[src/design/tws_pkg.sv]
// Shared types and constants for the trailing whitespace stripper.
// Used by tws_front, tws_queue, tws_back and the top level; depends on nothing.

package tws_pkg;

   localparam logic [7:0] CH_CR  = 8'h0D;
   localparam logic [7:0] CH_LF  = 8'h0A;
   localparam logic [7:0] CH_SP  = 8'h20;
   localparam logic [7:0] CH_TAB = 8'h09;

   // Depth of the queue between front and back.
   localparam int QUEUE_DEPTH = 2;

   // Command that the front hands to the back for one word.
   typedef enum logic [1:0] {
      CMD_HOLD,     // space or tab: append to the pending run
      CMD_NEWLINE,  // newline: drop the pending run, pass the newline
      CMD_FLUSH     // any other byte, or a last non-newline byte: release run, then pass
   } cmd_type;

   typedef struct packed {
      cmd_type    cmd;
      logic [7:0] data_byte;
      logic       last_byte;
   } entry_type;

endpackage

[src/design/tws_front.sv]
// Front end: accepts request words, drops non-final CRs, classifies the rest.
// Depends on tws_pkg.

module tws_front (
   input  logic                  req_valid,
   output logic                  req_ready,
   input  logic [7:0]            req_data_byte,
   input  logic                  req_last_byte,
   input  logic                  q_full,
   output logic                  q_push,
   output tws_pkg::entry_type    q_entry
);

   logic drop;

   assign req_ready = !q_full;
   // A carriage return that does not end the buffer leaves no trace.
   assign drop   = !req_last_byte && (req_data_byte == tws_pkg::CH_CR);
   assign q_push = req_valid && req_ready && !drop;

   always_comb begin
      q_entry.data_byte = req_data_byte;
      q_entry.last_byte = req_last_byte;
      priority if (req_data_byte == tws_pkg::CH_LF) begin
         q_entry.cmd = tws_pkg::CMD_NEWLINE;
      end else if (!req_last_byte && ((req_data_byte == tws_pkg::CH_SP) ||
                                      (req_data_byte == tws_pkg::CH_TAB))) begin
         q_entry.cmd = tws_pkg::CMD_HOLD;
      end else begin
         q_entry.cmd = tws_pkg::CMD_FLUSH;
      end
   end

endmodule

[src/design/tws_queue.sv]
// Short queue of classified words between front and back.
// Depends on tws_pkg.

module tws_queue (
   input  logic                  clock,
   input  logic                  reset,
   input  logic                  push,
   input  tws_pkg::entry_type    push_entry,
   output logic                  full,
   input  logic                  pop,
   output logic                  head_valid,
   output tws_pkg::entry_type    head_entry
);

   localparam int PTR_W = (tws_pkg::QUEUE_DEPTH > 1) ? $clog2(tws_pkg::QUEUE_DEPTH) : 1;
   localparam int CNT_W = $clog2(tws_pkg::QUEUE_DEPTH + 1);

   tws_pkg::entry_type slot_ff [tws_pkg::QUEUE_DEPTH];
   logic [PTR_W-1:0]   wr_ptr_ff, wr_ptr_in;
   logic [PTR_W-1:0]   rd_ptr_ff, rd_ptr_in;
   logic [CNT_W-1:0]   count_ff, count_in;
   logic               do_pop;

   assign full       = (count_ff == CNT_W'(tws_pkg::QUEUE_DEPTH));
   assign head_valid = (count_ff != '0);
   assign head_entry = slot_ff[rd_ptr_ff];
   assign do_pop     = pop && head_valid;

   always_comb begin
      wr_ptr_in = wr_ptr_ff;
      rd_ptr_in = rd_ptr_ff;
      count_in  = count_ff;
      if (push) begin
         wr_ptr_in = (wr_ptr_ff == PTR_W'(tws_pkg::QUEUE_DEPTH - 1)) ? '0 : wr_ptr_ff + 1'b1;
      end
      if (do_pop) begin
         rd_ptr_in = (rd_ptr_ff == PTR_W'(tws_pkg::QUEUE_DEPTH - 1)) ? '0 : rd_ptr_ff + 1'b1;
      end
      if (push && !do_pop) begin
         count_in = count_ff + 1'b1;
      end else if (!push && do_pop) begin
         count_in = count_ff - 1'b1;
      end
   end

   always_ff @(posedge clock) begin
      if (reset) begin
         wr_ptr_ff <= '0;
         rd_ptr_ff <= '0;
         count_ff  <= '0;
      end else begin
         wr_ptr_ff <= wr_ptr_in;
         rd_ptr_ff <= rd_ptr_in;
         count_ff  <= count_in;
      end
   end

   always_ff @(posedge clock) begin
      if (push) begin
         slot_ff[wr_ptr_ff] <= push_entry;
      end
   end

endmodule

[src/design/tws_back.sv]
// Back end: keeps the pending whitespace run and emits response words.
// Depends on tws_pkg; fed by tws_queue.

module tws_back #(
   parameter int PENDING_DEPTH = 32
) (
   input  logic                  clock,
   input  logic                  reset,
   input  logic                  q_valid,
   input  tws_pkg::entry_type    q_entry,
   output logic                  q_pop,
   output logic                  rsp_valid,
   input  logic                  rsp_ready,
   output logic [7:0]            rsp_out_byte,
   output logic                  rsp_byte_present,
   output logic                  rsp_run_last,
   output logic                  rsp_stream_end
);

   localparam int CNT_W = $clog2(PENDING_DEPTH + 1);

   logic [PENDING_DEPTH-1:0] kinds_ff, kinds_in;
   logic [CNT_W-1:0]         count_ff, count_in;
   logic                     rsp_valid_ff, rsp_valid_in;
   logic [7:0]               byte_ff, byte_in;
   logic                     present_ff, present_in;
   logic                     run_last_ff, run_last_in;
   logic                     end_ff, end_in;
   logic                     out_free;
   logic                     load;
   logic                     is_tab;
   logic [7:0]               oldest_char;

   assign out_free    = !rsp_valid_ff || rsp_ready;
   assign is_tab      = (q_entry.data_byte == tws_pkg::CH_TAB);
   assign oldest_char = kinds_ff[0] ? tws_pkg::CH_TAB : tws_pkg::CH_SP;

   always_comb begin
      kinds_in    = kinds_ff;
      count_in    = count_ff;
      q_pop       = 1'b0;
      load        = 1'b0;
      byte_in     = byte_ff;
      present_in  = present_ff;
      run_last_in = run_last_ff;
      end_in      = end_ff;
      if (q_valid) begin
         unique case (q_entry.cmd)
            tws_pkg::CMD_HOLD: begin
               if (count_ff == CNT_W'(PENDING_DEPTH)) begin
                  // Run is full: release the oldest entry, append the new one.
                  if (out_free) begin
                     load        = 1'b1;
                     byte_in     = oldest_char;
                     present_in  = 1'b1;
                     run_last_in = 1'b1;
                     end_in      = 1'b0;
                     kinds_in    = kinds_ff >> 1;
                     kinds_in[PENDING_DEPTH-1] = is_tab;
                     q_pop       = 1'b1;
                  end
               end else begin
                  for (int i = 0; i < PENDING_DEPTH; i++) begin
                     if (count_ff == CNT_W'(i)) begin
                        kinds_in[i] = is_tab;
                     end
                  end
                  count_in = count_ff + 1'b1;
                  q_pop    = 1'b1;
               end
            end
            tws_pkg::CMD_NEWLINE: begin
               if (out_free) begin
                  load        = 1'b1;
                  byte_in     = q_entry.data_byte;
                  present_in  = 1'b1;
                  run_last_in = 1'b1;
                  end_in      = q_entry.last_byte;
                  kinds_in    = '0;
                  count_in    = '0;
                  q_pop       = 1'b1;
               end
            end
            tws_pkg::CMD_FLUSH: begin
               if (out_free) begin
                  load = 1'b1;
                  if (count_ff != '0) begin
                     byte_in     = oldest_char;
                     present_in  = 1'b1;
                     run_last_in = 1'b0;
                     end_in      = 1'b0;
                     kinds_in    = kinds_ff >> 1;
                     count_in    = count_ff - 1'b1;
                  end else begin
                     // With no run held the byte is passed; a final carriage return becomes a bare marker.
                     present_in  = (q_entry.data_byte != tws_pkg::CH_CR);
                     byte_in     = present_in ? q_entry.data_byte : 8'h00;
                     run_last_in = 1'b1;
                     end_in      = q_entry.last_byte;
                     kinds_in    = '0;
                     q_pop       = 1'b1;
                  end
               end
            end
            default: begin
            end
         endcase
      end
      rsp_valid_in = load || (rsp_valid_ff && !rsp_ready);
   end

   always_ff @(posedge clock) begin
      if (reset) begin
         kinds_ff     <= '0;
         count_ff     <= '0;
         rsp_valid_ff <= 1'b0;
      end else begin
         kinds_ff     <= kinds_in;
         count_ff     <= count_in;
         rsp_valid_ff <= rsp_valid_in;
      end
   end

   always_ff @(posedge clock) begin
      if (load) begin
         byte_ff     <= byte_in;
         present_ff  <= present_in;
         run_last_ff <= run_last_in;
         end_ff      <= end_in;
      end
   end

   assign rsp_valid        = rsp_valid_ff;
   assign rsp_out_byte     = byte_ff;
   assign rsp_byte_present = present_ff;
   assign rsp_run_last     = run_last_ff;
   assign rsp_stream_end   = end_ff;

endmodule

[src/design/trailing_whitespace_stripper_unit.sv]
// Top level of the trailing whitespace stripper.
// Depends on tws_pkg, tws_front, tws_queue and tws_back.
//
// Usage:
//  - Request channel (req_valid/req_ready): one text byte per word, with
//    req_last_byte marking the final byte of a buffer.
//  - Response channel (rsp_valid/rsp_ready): one cleaned byte per word.
//    rsp_run_last flags the last word caused by a request word, rsp_stream_end
//    the final word of the buffer; rsp_byte_present is 0 only on the bare end
//    marker left by a final carriage return.
//  - Carriage returns vanish; spaces and tabs are held until a newline drops
//    them or another byte releases them ahead of itself. Once PENDING_DEPTH
//    are held, each new one pushes the oldest out.
//  - Throughput: the front takes one word per cycle while the two-entry queue
//    has room. The back moves a space or tab into the held run and passes a
//    newline straight on; any other byte, the last byte of a buffer included,
//    first releases the held run, one word per entry (0 to PENDING_DEPTH
//    entries); it emits at most one response word per cycle.
//  - Path: a request word is written into the queue, and its first response
//    word is then loaded into the response register if nothing is ahead of it.
//  - A stalled receiver holds the response register; the back then waits and
//    the queue fills, after which req_ready drops.
//  - Reset (synchronous): empties the queue, clears the held run and the
//    response valid.

module trailing_whitespace_stripper_unit #(
   parameter int PENDING_DEPTH = 32
) (
   input  logic       clock,
   input  logic       reset,
   input  logic       req_valid,
   output logic       req_ready,
   input  logic [7:0] req_data_byte,
   input  logic       req_last_byte,
   output logic       rsp_valid,
   input  logic       rsp_ready,
   output logic [7:0] rsp_out_byte,
   output logic       rsp_byte_present,
   output logic       rsp_run_last,
   output logic       rsp_stream_end
);

   tws_pkg::entry_type push_entry;
   tws_pkg::entry_type head_entry;
   logic               push;
   logic               full;
   logic               pop;
   logic               head_valid;

   // Classify and drop non-final carriage returns.
   tws_front u_front (
      .req_valid     (req_valid),
      .req_ready     (req_ready),
      .req_data_byte (req_data_byte),
      .req_last_byte (req_last_byte),
      .q_full        (full),
      .q_push        (push),
      .q_entry       (push_entry)
   );

   // Decouple the front from the back.
   tws_queue u_queue (
      .clock      (clock),
      .reset      (reset),
      .push       (push),
      .push_entry (push_entry),
      .full       (full),
      .pop        (pop),
      .head_valid (head_valid),
      .head_entry (head_entry)
   );

   // Hold the pending run and drive the response register.
   tws_back #(
      .PENDING_DEPTH (PENDING_DEPTH)
   ) u_back (
      .clock            (clock),
      .reset            (reset),
      .q_valid          (head_valid),
      .q_entry          (head_entry),
      .q_pop            (pop),
      .rsp_valid        (rsp_valid),
      .rsp_ready        (rsp_ready),
      .rsp_out_byte     (rsp_out_byte),
      .rsp_byte_present (rsp_byte_present),
      .rsp_run_last     (rsp_run_last),
      .rsp_stream_end   (rsp_stream_end)
   );

endmodule

[config.mk]
export PLATFORM = sky130hd
export DESIGN_NAME = trailing_whitespace_stripper_unit
export DESIGN_NICKNAME = d
export VERILOG_FILES = /design/src/design/tws_pkg.sv /design/src/design/tws_front.sv /design/src/design/tws_queue.sv /design/src/design/tws_back.sv /design/src/design/trailing_whitespace_stripper_unit.sv
export SDC_FILE = /design/constraint.sdc
export NUM_CORES = 1
export LEC_CHECK = 0
export BUFFER_PORTS_ARGS = -buffer_cell sky130_fd_sc_hd__buf_2
export CORE_MARGIN = 2
export CORE_UTILIZATION = 50
export DETAILED_ROUTE_END_ITERATION = 7
export GPL_TIMING_DRIVEN = 0
export PLACE_DENSITY = 0.68
export SETUP_SLACK_MARGIN = 0.02
export SLEW_MARGIN = 20
export SYNTH_ARGS = -nofsm -noshare
export SYNTH_HDL_FRONTEND = slang
export SYNTH_SLANG_ARGS = --single-unit
[constraint.sdc]
create_clock -name clock -period 3.2 [get_ports clock]
set_input_delay 0.32 -clock clock [delete_from_list [all_inputs] [get_ports clock]]
set_output_delay 0.32 -clock clock [all_outputs]
set_load 0.01 [all_outputs]
==> results.md, run 1 <==
Synthesis:
- The largest total area in the synthesized netlist belongs to edfxtp_1.
- The yosys synthesis warning count is 0.
- The share of async-settable or async-resettable flops after synthesis is 0%.
- The cell area that synthesis handed to floorplanning was 4100 µm².
- The synthesized instance count is 432.
- Of the post-synthesis cell area, the dominant cell type holds 24.2%.
- The part of the Yosys area used for sequential elements is 45.7%.
- The commonest cells after synthesis are 45 x a21oi_1, 44 x dfxtp_1, 38 x a211oi_1.
- The synthesized design contains 33 enable-type register cells.
- Synthesis instantiated 58 different standard cells from the library.
- The average footprint of a synthesized cell is 9.48 µm².
- The number of nets in the synthesized netlist is 455.
- The most common cell in the synthesized netlist is a21oi_1.
- In this run, synthesis produced a sequential element count of 77.
- The most used flip-flop cell after synthesis is dfxtp_1.
- In the post-synthesis netlist, the biggest area contributors are edfxtp_1 24%, dfxtp_1 22%, a211oi_1 7.0%, a21oi_1 5.5%, a311oi_1 3.2%.

Global routing:
- The initial antenna violation count is 0.
- The global-route wire length before repair is 16,700 µm.
- The number of global-route vias before repair came to 3,322.
- The global routing usage summed across all routing layers is 24.4%.
- The total global routing overflow is 0.
- The pin count of the biggest net entering global routing is 17.

Clock tree:
- The clock latency reported for the late side of the worst-skew pair is 370 ps.
- The clock tree root buffer cell is clkbuf_8.
- CTS built an H-tree with a depth of 3.
- The number of buffers added to fix hold violations after cts is 0.
- Clock-pin slew was measured on the worst setup and hold paths at 100 ps.
- Clock tree synthesis found a total of 77 sinks.
- The maximum clock path buffer count is 2.
- The number of buffers inserted during clock tree synthesis is 9.
- The CTS tree is yes.

Final layout:
- The number of inserted diodes is 0.
- The area of all placed cells without fillers is 4610 µm².
- The number of nets in the layout is 489.
- In the final layout, the share of cells above drive strength 1 is 14.4%.
- Relative to the synthesized area, the layout overhead comes to 12.4%.

Routing:
- The detailed router finished its first iteration with 230 violations.
- For this run, design rule violations remaining after detail routing come to 0.
- Using the TritonRoute via totals, the vias-per-cell ratio works out to 6.09.
- Before antenna repair, the detailed router went through 4 iterations.
- The average wire per standard cell is 18.0 µm.
- The via total after detailed routing is 3,510.
- After detailed routing, the total wire length is 10,400 µm.
- The number of routed nets with antenna violations is 0.

Floorplan:
- The area of the core is 8090 µm².
- The area enclosed by the die boundary is 8930 µm².
- The width of the chip is 94.5 µm.
- The effective utilization at floorplan is 50.6%.
- The number of placement rows is 33.
- The vertical extent of the die is 94.5 µm.
- The count of boundary I/O pins is 26.

Timing:
- Across the routed clock network, the largest skew measured is 16.5 ps.
- Setup repair after global routing left no endpoint under its margin.
- The hold violation count in the final report is 0.
- The worst-margin pin slew is 981 ps.
- The total count of max-transition violations in the final report was 0.
- The number of setup violations in the final report is 0.
- Dividing the final minimum period by the clock period gives 95.1%.
- Subtracting the final worst setup slack from the clock period gives 3040 ps.
- The timing-limited maximum frequency is 0.328 GHz.
- The max-slew headroom at the worst pin is 34.5%.

Worst setup path:
- The number of cells on the worst reg-to-reg path is 11.
- The reg-to-reg endpoint is u_queue.count_ff[1].
- The required arrival time at the worst endpoint is 3500 ps.
- The data arrival time of the worst path is 3350 ps.
- The largest fanout of any net on the critical path is 10.
- STA classifies the critical path startpoint as a flip-flop.
- By startpoint and endpoint, the worst setup path is classified as flip-flop to flip-flop.
- STA classifies the critical path endpoint as a flip-flop.
- Following the worst setup path forward leads to its endpoint at u_queue.count_ff[1].
- Setup slack on the worst reg-to-reg path comes out at 160 ps.

Min path:
- The tightest min-delay check is of the input port to flip-flop type.

Pwr:
- The total power is 4.65 mW.
- IR analysis of the VDD net gives a maximum drop of 0.462 mV.
- The leakage power figure is 1.48 nW.
- The total power per unit cell area is 1010 nW/µm².

Run status:
- The run finished with clean final reports.

Flow run:
- The number of max-capacitance violations reported is 0.

Placement:
- The instance area after placement is 4350 µm².
- The routability congestion estimate from global placement is 0.897.
- Input and output buffers added on the ports amount to 24.
- Once detailed placement completed, the half-perimeter wirelength came to 7290 µm.
[layout by cell type, fill, tap and decap left out, types with 3 or more instances in the layout]
cell / instances
a21oi_1: 44
dfxtp_1: 44
a211oi_1: 38
edfxtp_1: 33
nand2_1: 31
buf_2: 28
inv_1: 24
clkbuf_1: 22
nor2_1: 22
o21ai_0: 21
a311oi_1: 15
o2bb2ai_1: 12
ha_1: 9
clkbuf_8: 9
mux2i_1: 8
nand2b_1: 7
nand3b_1: 7
o22ai_1: 6
nor2b_1: 5
or3_1: 4
nor4b_1: 4
nor3_1: 4
a31oi_1: 3
mux2_2: 3
o31ai_1: 3
clkinvlp_4: 3
buf_6: 3
or3b_2: 3
xnor2_1: 3
inv_8: 3
[layout make-up]
class                   count  area, µm²
well taps                 105        131
repair buffers             24        120
inverters                  26        101
plain buffers              30        144
flip-flops and latches     77       1870
fillers                   727       3490
clock inverters             7       87.6
multi-input cells         298       2030
clock buffers               9        124
[metal layers]
| metal | routed length, µm | share of wire [%] | GRT usage (%) |
|---|---|---|---|
| met4 | 212 | 2.0 | 9.42 |
| met3 | 493 | 4.8 | 4.23 |
| met5 | 0 | 0 | 0 |
| met2 | 4940 | 48 | 39.8 |
| met1 | 4710 | 45 | 32.4 |
[logic make-up (layout without fill, tap and decap cells)]
group	after synthesis	count (layout)	share of synthesized area, %
muxes	13	13	3.27
adders and majority gates	10	10	3.05
xor gates and xnor gates	5	5	1.07
DFF	77	77	45.7
AOI/OAI and AO/OA	161	161	26.4
and+or+nand+nor	109	109	14.7
buffers and inverters	57	96	5.89
[repair_timing]
action | 4_1_cts | 5_1_grt
resized for setup | 3 | 8
buffers inserted | 0 | 0
endpoints found under the setup margin | 43 | 23
[critical path, cell delays in order, from the launching register on]
cell and delay (ps):
dfxtp_1 410, buf_4 260, mux2i_2 310, inv_1 100, ha_1 220, clkbuf_1 230, a31oi_1 240, nor2_1 90
a31oi_2 280, ha_1 320, or3_1 370, a21oi_1 140
[where the power goes]
group	leakage (nW)	internal [mW]	total, mW	switching [mW]
Combinational	0.722	0.833	2.22	1.39
Clock	0.102	0.379	0.811	0.432
Sequential	0.660	1.40	1.62	0.212
Total	1.48	2.62	4.65	2.03
[flip-flops by register name (all words and copies together), names as in the netlist, named ones only]
| register | flops |
|---|---|
| u_queue.slot_ff | 22 |
| u_back.rsp_byte_present | 1 |
| u_queue.count_ff | 2 |
| u_back.rsp_stream_end | 1 |
| u_back.rsp_run_last | 1 |
| u_queue.wr_ptr_ff | 1 |
| u_back.kinds_ff | 32 |
| u_back.rsp_out_byte | 8 |
| u_back.rsp_valid | 1 |
| u_queue.rd_ptr_ff | 1 |
| u_back.count_ff | 6 |
[per-stage QoR]
stage / cells / setup TNS (ps) / hold slack (ps) / util, % / setup slack [ps]
2_1_floorplan: 432 / 0 / 419 / - / 290
3_3_place_gp: 561 / -6290 / 446 / 53.7 / -354
3_5_place_dp: 561 / -8980 / 451 / 53.7 / -452
4_1_cts: 577 / 0 / 145 / 56.4 / 62.1
5_1_grt: 576 / 0 / 141 / 56.9 / 28.4
6_report: 576 / 0 / 146 / 56.9 / 156
[how the worst min path moves through the flow]
stage / from / to / slack, ps / depth (start not counted)
6_report: req_data_byte[6] / u_queue.slot_ff[1][7] / 150 / 1
3_3_place_gp: u_back.kinds_ff[12] / u_back.kinds_ff[12] / 450 / 2
5_1_grt: req_data_byte[4] / u_queue.slot_ff[0][5] / 140 / 1
4_1_cts: req_data_byte[6] / u_queue.slot_ff[0][7] / 150 / 1
3_5_place_dp: u_back.kinds_ff[7] / u_back.kinds_ff[7] / 450 / 2
2_1_floorplan: req_last_byte / u_queue.slot_ff[0][0] / 420 / 0
No activity file was read; power rests on OpenSTA's default activity.
==> run 2, diff against run 1 <==
--- a/config.mk
+++ b/config.mk
@@ -6,11 +6,13 @@
 export NUM_CORES = 1
 export LEC_CHECK = 0
 export BUFFER_PORTS_ARGS = -buffer_cell sky130_fd_sc_hd__buf_2
+export CELL_PAD_IN_SITES_DETAIL_PLACEMENT = 1
+export CELL_PAD_IN_SITES_GLOBAL_PLACEMENT = 1
 export CORE_MARGIN = 2
-export CORE_UTILIZATION = 50
+export CORE_UTILIZATION = 47
 export DETAILED_ROUTE_END_ITERATION = 7
 export GPL_TIMING_DRIVEN = 0
-export PLACE_DENSITY = 0.68
+export PLACE_DENSITY_LB_ADDON = 0.1
 export SETUP_SLACK_MARGIN = 0.02
 export SLEW_MARGIN = 20
 export SYNTH_ARGS = -nofsm -noshare
==> run 2 against run 1 <==
  * Routed wire length increased by 11%
  * Combinational power increased by 2%
  * Clock-buffer cell count unchanged
  * Worst setup slack improved by 64 ps
  * Register-to-register slack improved by 60 ps
  * Via count increased by 1.6%
==> results.md, run 2 (synthesis gave the netlist of run 1 again) <==
Placement:
- The minimum setup slack after placement is -463 ps (was -452 ps).
- The number of instances in the placed design is 564 (was 561).
- The placed wire-length estimate is 8330 µm (was 7290 µm).
- The routability congestion estimate from global placement is 0.809 (was 0.897).
- The count of input and output buffers is 24 (unchanged).

Floorplan:
- The width of the chip is 97.4 µm (was 94.5 µm).
- The area of the core was 8590 µm² (was 8090 µm²).
- The count of boundary I/O pins came to 26 (unchanged).
- The area enclosed by the die boundary is 9480 µm² (was 8930 µm²).
- The number of placement rows is 34 (was 33).
- The effective utilization at floorplan is 47.7% (was 50.6%).
- The vertical extent of the die is 97.4 µm (was 94.5 µm).

Timing:
- The max-slew headroom at the worst pin is 37.4% (was 34.5%).
- The total count of max-transition violations in the final report is 0 (unchanged).
- The setup clock skew after layout came to 18.3 ps (was 16.5 ps).
- The post-route fraction of the period consumed by the critical path is 93.1% (was 95.1%).
- The worst-margin pin slew is 937 ps (was 981 ps).
- The number of setup violations in the final report was 0 (unchanged).
- The final setup slack of the worst path was 220 ps (was 156 ps).
- The shortest period the worst path allows is 2980 ps (was 3040 ps).
- The timing-limited maximum frequency is 0.336 GHz (was 0.328 GHz).
- The hold violation count in the final report is 0 (unchanged).
- Setup repair after global routing missed its margin: yes (was no).

Clock tree:
- The number of buffers added to fix hold violations after cts is 0 (unchanged).
- The CTS tree is yes (unchanged).
- The maximum clock path buffer count is 2 (unchanged).
- The buffers inserted during post-CTS setup optimization was 0 (unchanged).
- The number of gates resized after CTS is 3 (unchanged).
- The number of buffers inserted during clock tree synthesis was 9 (unchanged).
- The H-tree depth is 3 (unchanged).
- The clock tree root buffer cell was clkbuf_8 (unchanged).
- The number of clock sinks was 77 (unchanged).
- The clock-pin slew on the worst setup and hold paths came to 90 ps (was 100 ps).
- The clock latency reported for the late side of the worst-skew pair is 370 ps (about the same).

Run status:
- Result of the run: complete, no violations (unchanged).

Routing:
- The number of routed nets with antenna violations is 0 (unchanged).
- The total wire length is 11,500 µm (was 10,400 µm).
- The count of TritonRoute iterations in the first routing pass is 4 (unchanged).
- The via total after detailed routing was 3,565 (was 3,510).
- The count of routing violations after the opening detailed-route iteration is 187 (was 230).
- The number of design rule violations left after detail routing is 0 (unchanged).
- The via-per-instance ratio is 6.16 (was 6.09).
- The average wire per standard cell is 19.9 µm (was 18.0 µm).

Worst setup path:
- Ordered list of cells on the worst path: buf_4, mux2i_2, ha_2, clkinvlp_4, o311a_1, buf_6, clkbuf_1, o2bb2ai_1, a211oi_1, a211oi_1 (was buf_4, mux2i_2, inv_1, ha_1, clkbuf_1, a31oi_1, nor2_1, a31oi_2, ha_1, or3_1, a21oi_1).
- The library cell appearing most often on the critical path is a211oi_1 (was ha_1).
- The type of element launching the critical path is a flip-flop (unchanged).
- The slowest cell on the critical path was dfxtp_1 (unchanged).
- The critical setup path kind is flip-flop to flip-flop (unchanged).
- The largest fanout of any net on the critical path is 10 (unchanged).
- The endpoint kind of the worst setup timing path is a flip-flop (unchanged).
- The data arrival time of the worst path was 3250 ps (was 3350 ps).
- The required arrival time at the worst endpoint was 3470 ps (was 3500 ps).
- The longest individual stage delay on the worst path is 420 ps (was 410 ps).

Final layout:
- The flip-flop count of the largest register after layout came to 32 (unchanged).
- The number of nets in the layout was 489 (unchanged).
- Most frequent cells in the layout: 44 x a21oi_1, 44 x dfxtp_1, 38 x a211oi_1, 33 x edfxtp_1, 31 x nand2_1 (unchanged).
- The layout overhead on the synthesized area is 12.3% (was 12.4%).
- The number of inserted diodes came to 0 (unchanged).
- The share of post-route cells with drive strength above 1 is 14.6% (was 14.4%).
- The register ranked first by flip-flop count was u_back.kinds_ff (unchanged).
- The non-filler instance count after layout is 579 (was 576).

Global routing:
- The global routing usage summed across all routing layers is 25.0% (was 24.4%).
- The pin count of the biggest net entering global routing was 16 (was 17).
- The global-route wire length before repair is 18,700 µm (was 16,700 µm).
- The initial antenna violation count came to 0 (unchanged).
- The number of global-route vias before repair is 3,710 (was 3,322).
- The total global routing overflow was 0 (unchanged).

Pwr:
- The worst voltage drop across the vdd grid is 0.432 mV (was 0.462 mV).
- The leakage power figure is 1.49 nW (was 1.48 nW).
- The total power per unit cell area was 1020 nW/µm² (was 1010 nW/µm²).

Flow run:
- The number of max-capacitance violations reported is 0 (unchanged).

Min path:
- The path class of the lowest-slack min-delay path is input port to flip-flop (unchanged).
run 2: cell count changes in the layout (fill, tap and decap cells not counted):
cell	before	now
clkbuf_1	22	21
clkbuf_2	0	1
clkinv_2	0	2
clkinvlp_4	3	1
inv_6	1	3
inv_8	3	1
run 2: final timing paths:
kind / start / endpoint / slack [ps] / cells after the start
setup / recovery: flip-flop / u_back.kinds_ff[6] / 220 / 10
setup reg to reg: flip-flop / u_back.kinds_ff[6] / 220 / 10
hold reg to reg: u_back.kinds_ff[31] / u_back.kinds_ff[31] / 460 / 2
hold / removal: req_data_byte[6] / u_queue.slot_ff[1][7] / 150 / 1
run 2: worst max-delay path, delay by kind of cell, from the launching register on:
family	cells	cell delay, ps
compound gates	4	980
fa+ha+maj	1	320
buf+inv	4	880
flops	1	420
mux	1	300
run 2: layer usage:
metal | vias to the layer above | GRT usage [%] | wire (µm)
met4 | 0 | 13.7 | 437
li1 | 1702 | - | -
met1 | 1753 | 29.9 | 4910
met3 | 29 | 2.59 | 284
met2 | 81 | 44.1 | 5910
met5 | - | 0 | 0
run 2: area by class of cell:
cell class	count	area, µm²
flip-flops and latches	77	1870
clock buffers	9	124
fillers	994	3990
well taps	108	135
plain buffers	30	145
multi-input cells	298	2030
repair buffers	24	120
clock inverters	7	77.6
inverters	26	101
run 2: power breakdown:
group	leakage, nW	internal [mW]	switching [mW]	total (mW)
Combinational	0.725	0.835	1.43	2.27
Clock	0.106	0.372	0.417	0.789
Sequential	0.660	1.40	0.216	1.62
run 2: stage by stage:
stage | power (mW) | util, % | hold slack [ps] | setup TNS [ps] | cell area (µm²)
after global routing | 5.00 | 53.5 | 140 | 0 | 4600
after floorplan | 3.20 | - | 419 | 0 | 4100
after detailed placement | 3.82 | 50.6 | 448 | -9980 | 4350
after CTS | 4.63 | 53.1 | 139 | 0 | 4560
after global placement | 3.74 | 50.6 | 446 | -6850 | 4350
final | 4.68 | 53.5 | 147 | 0 | 4600
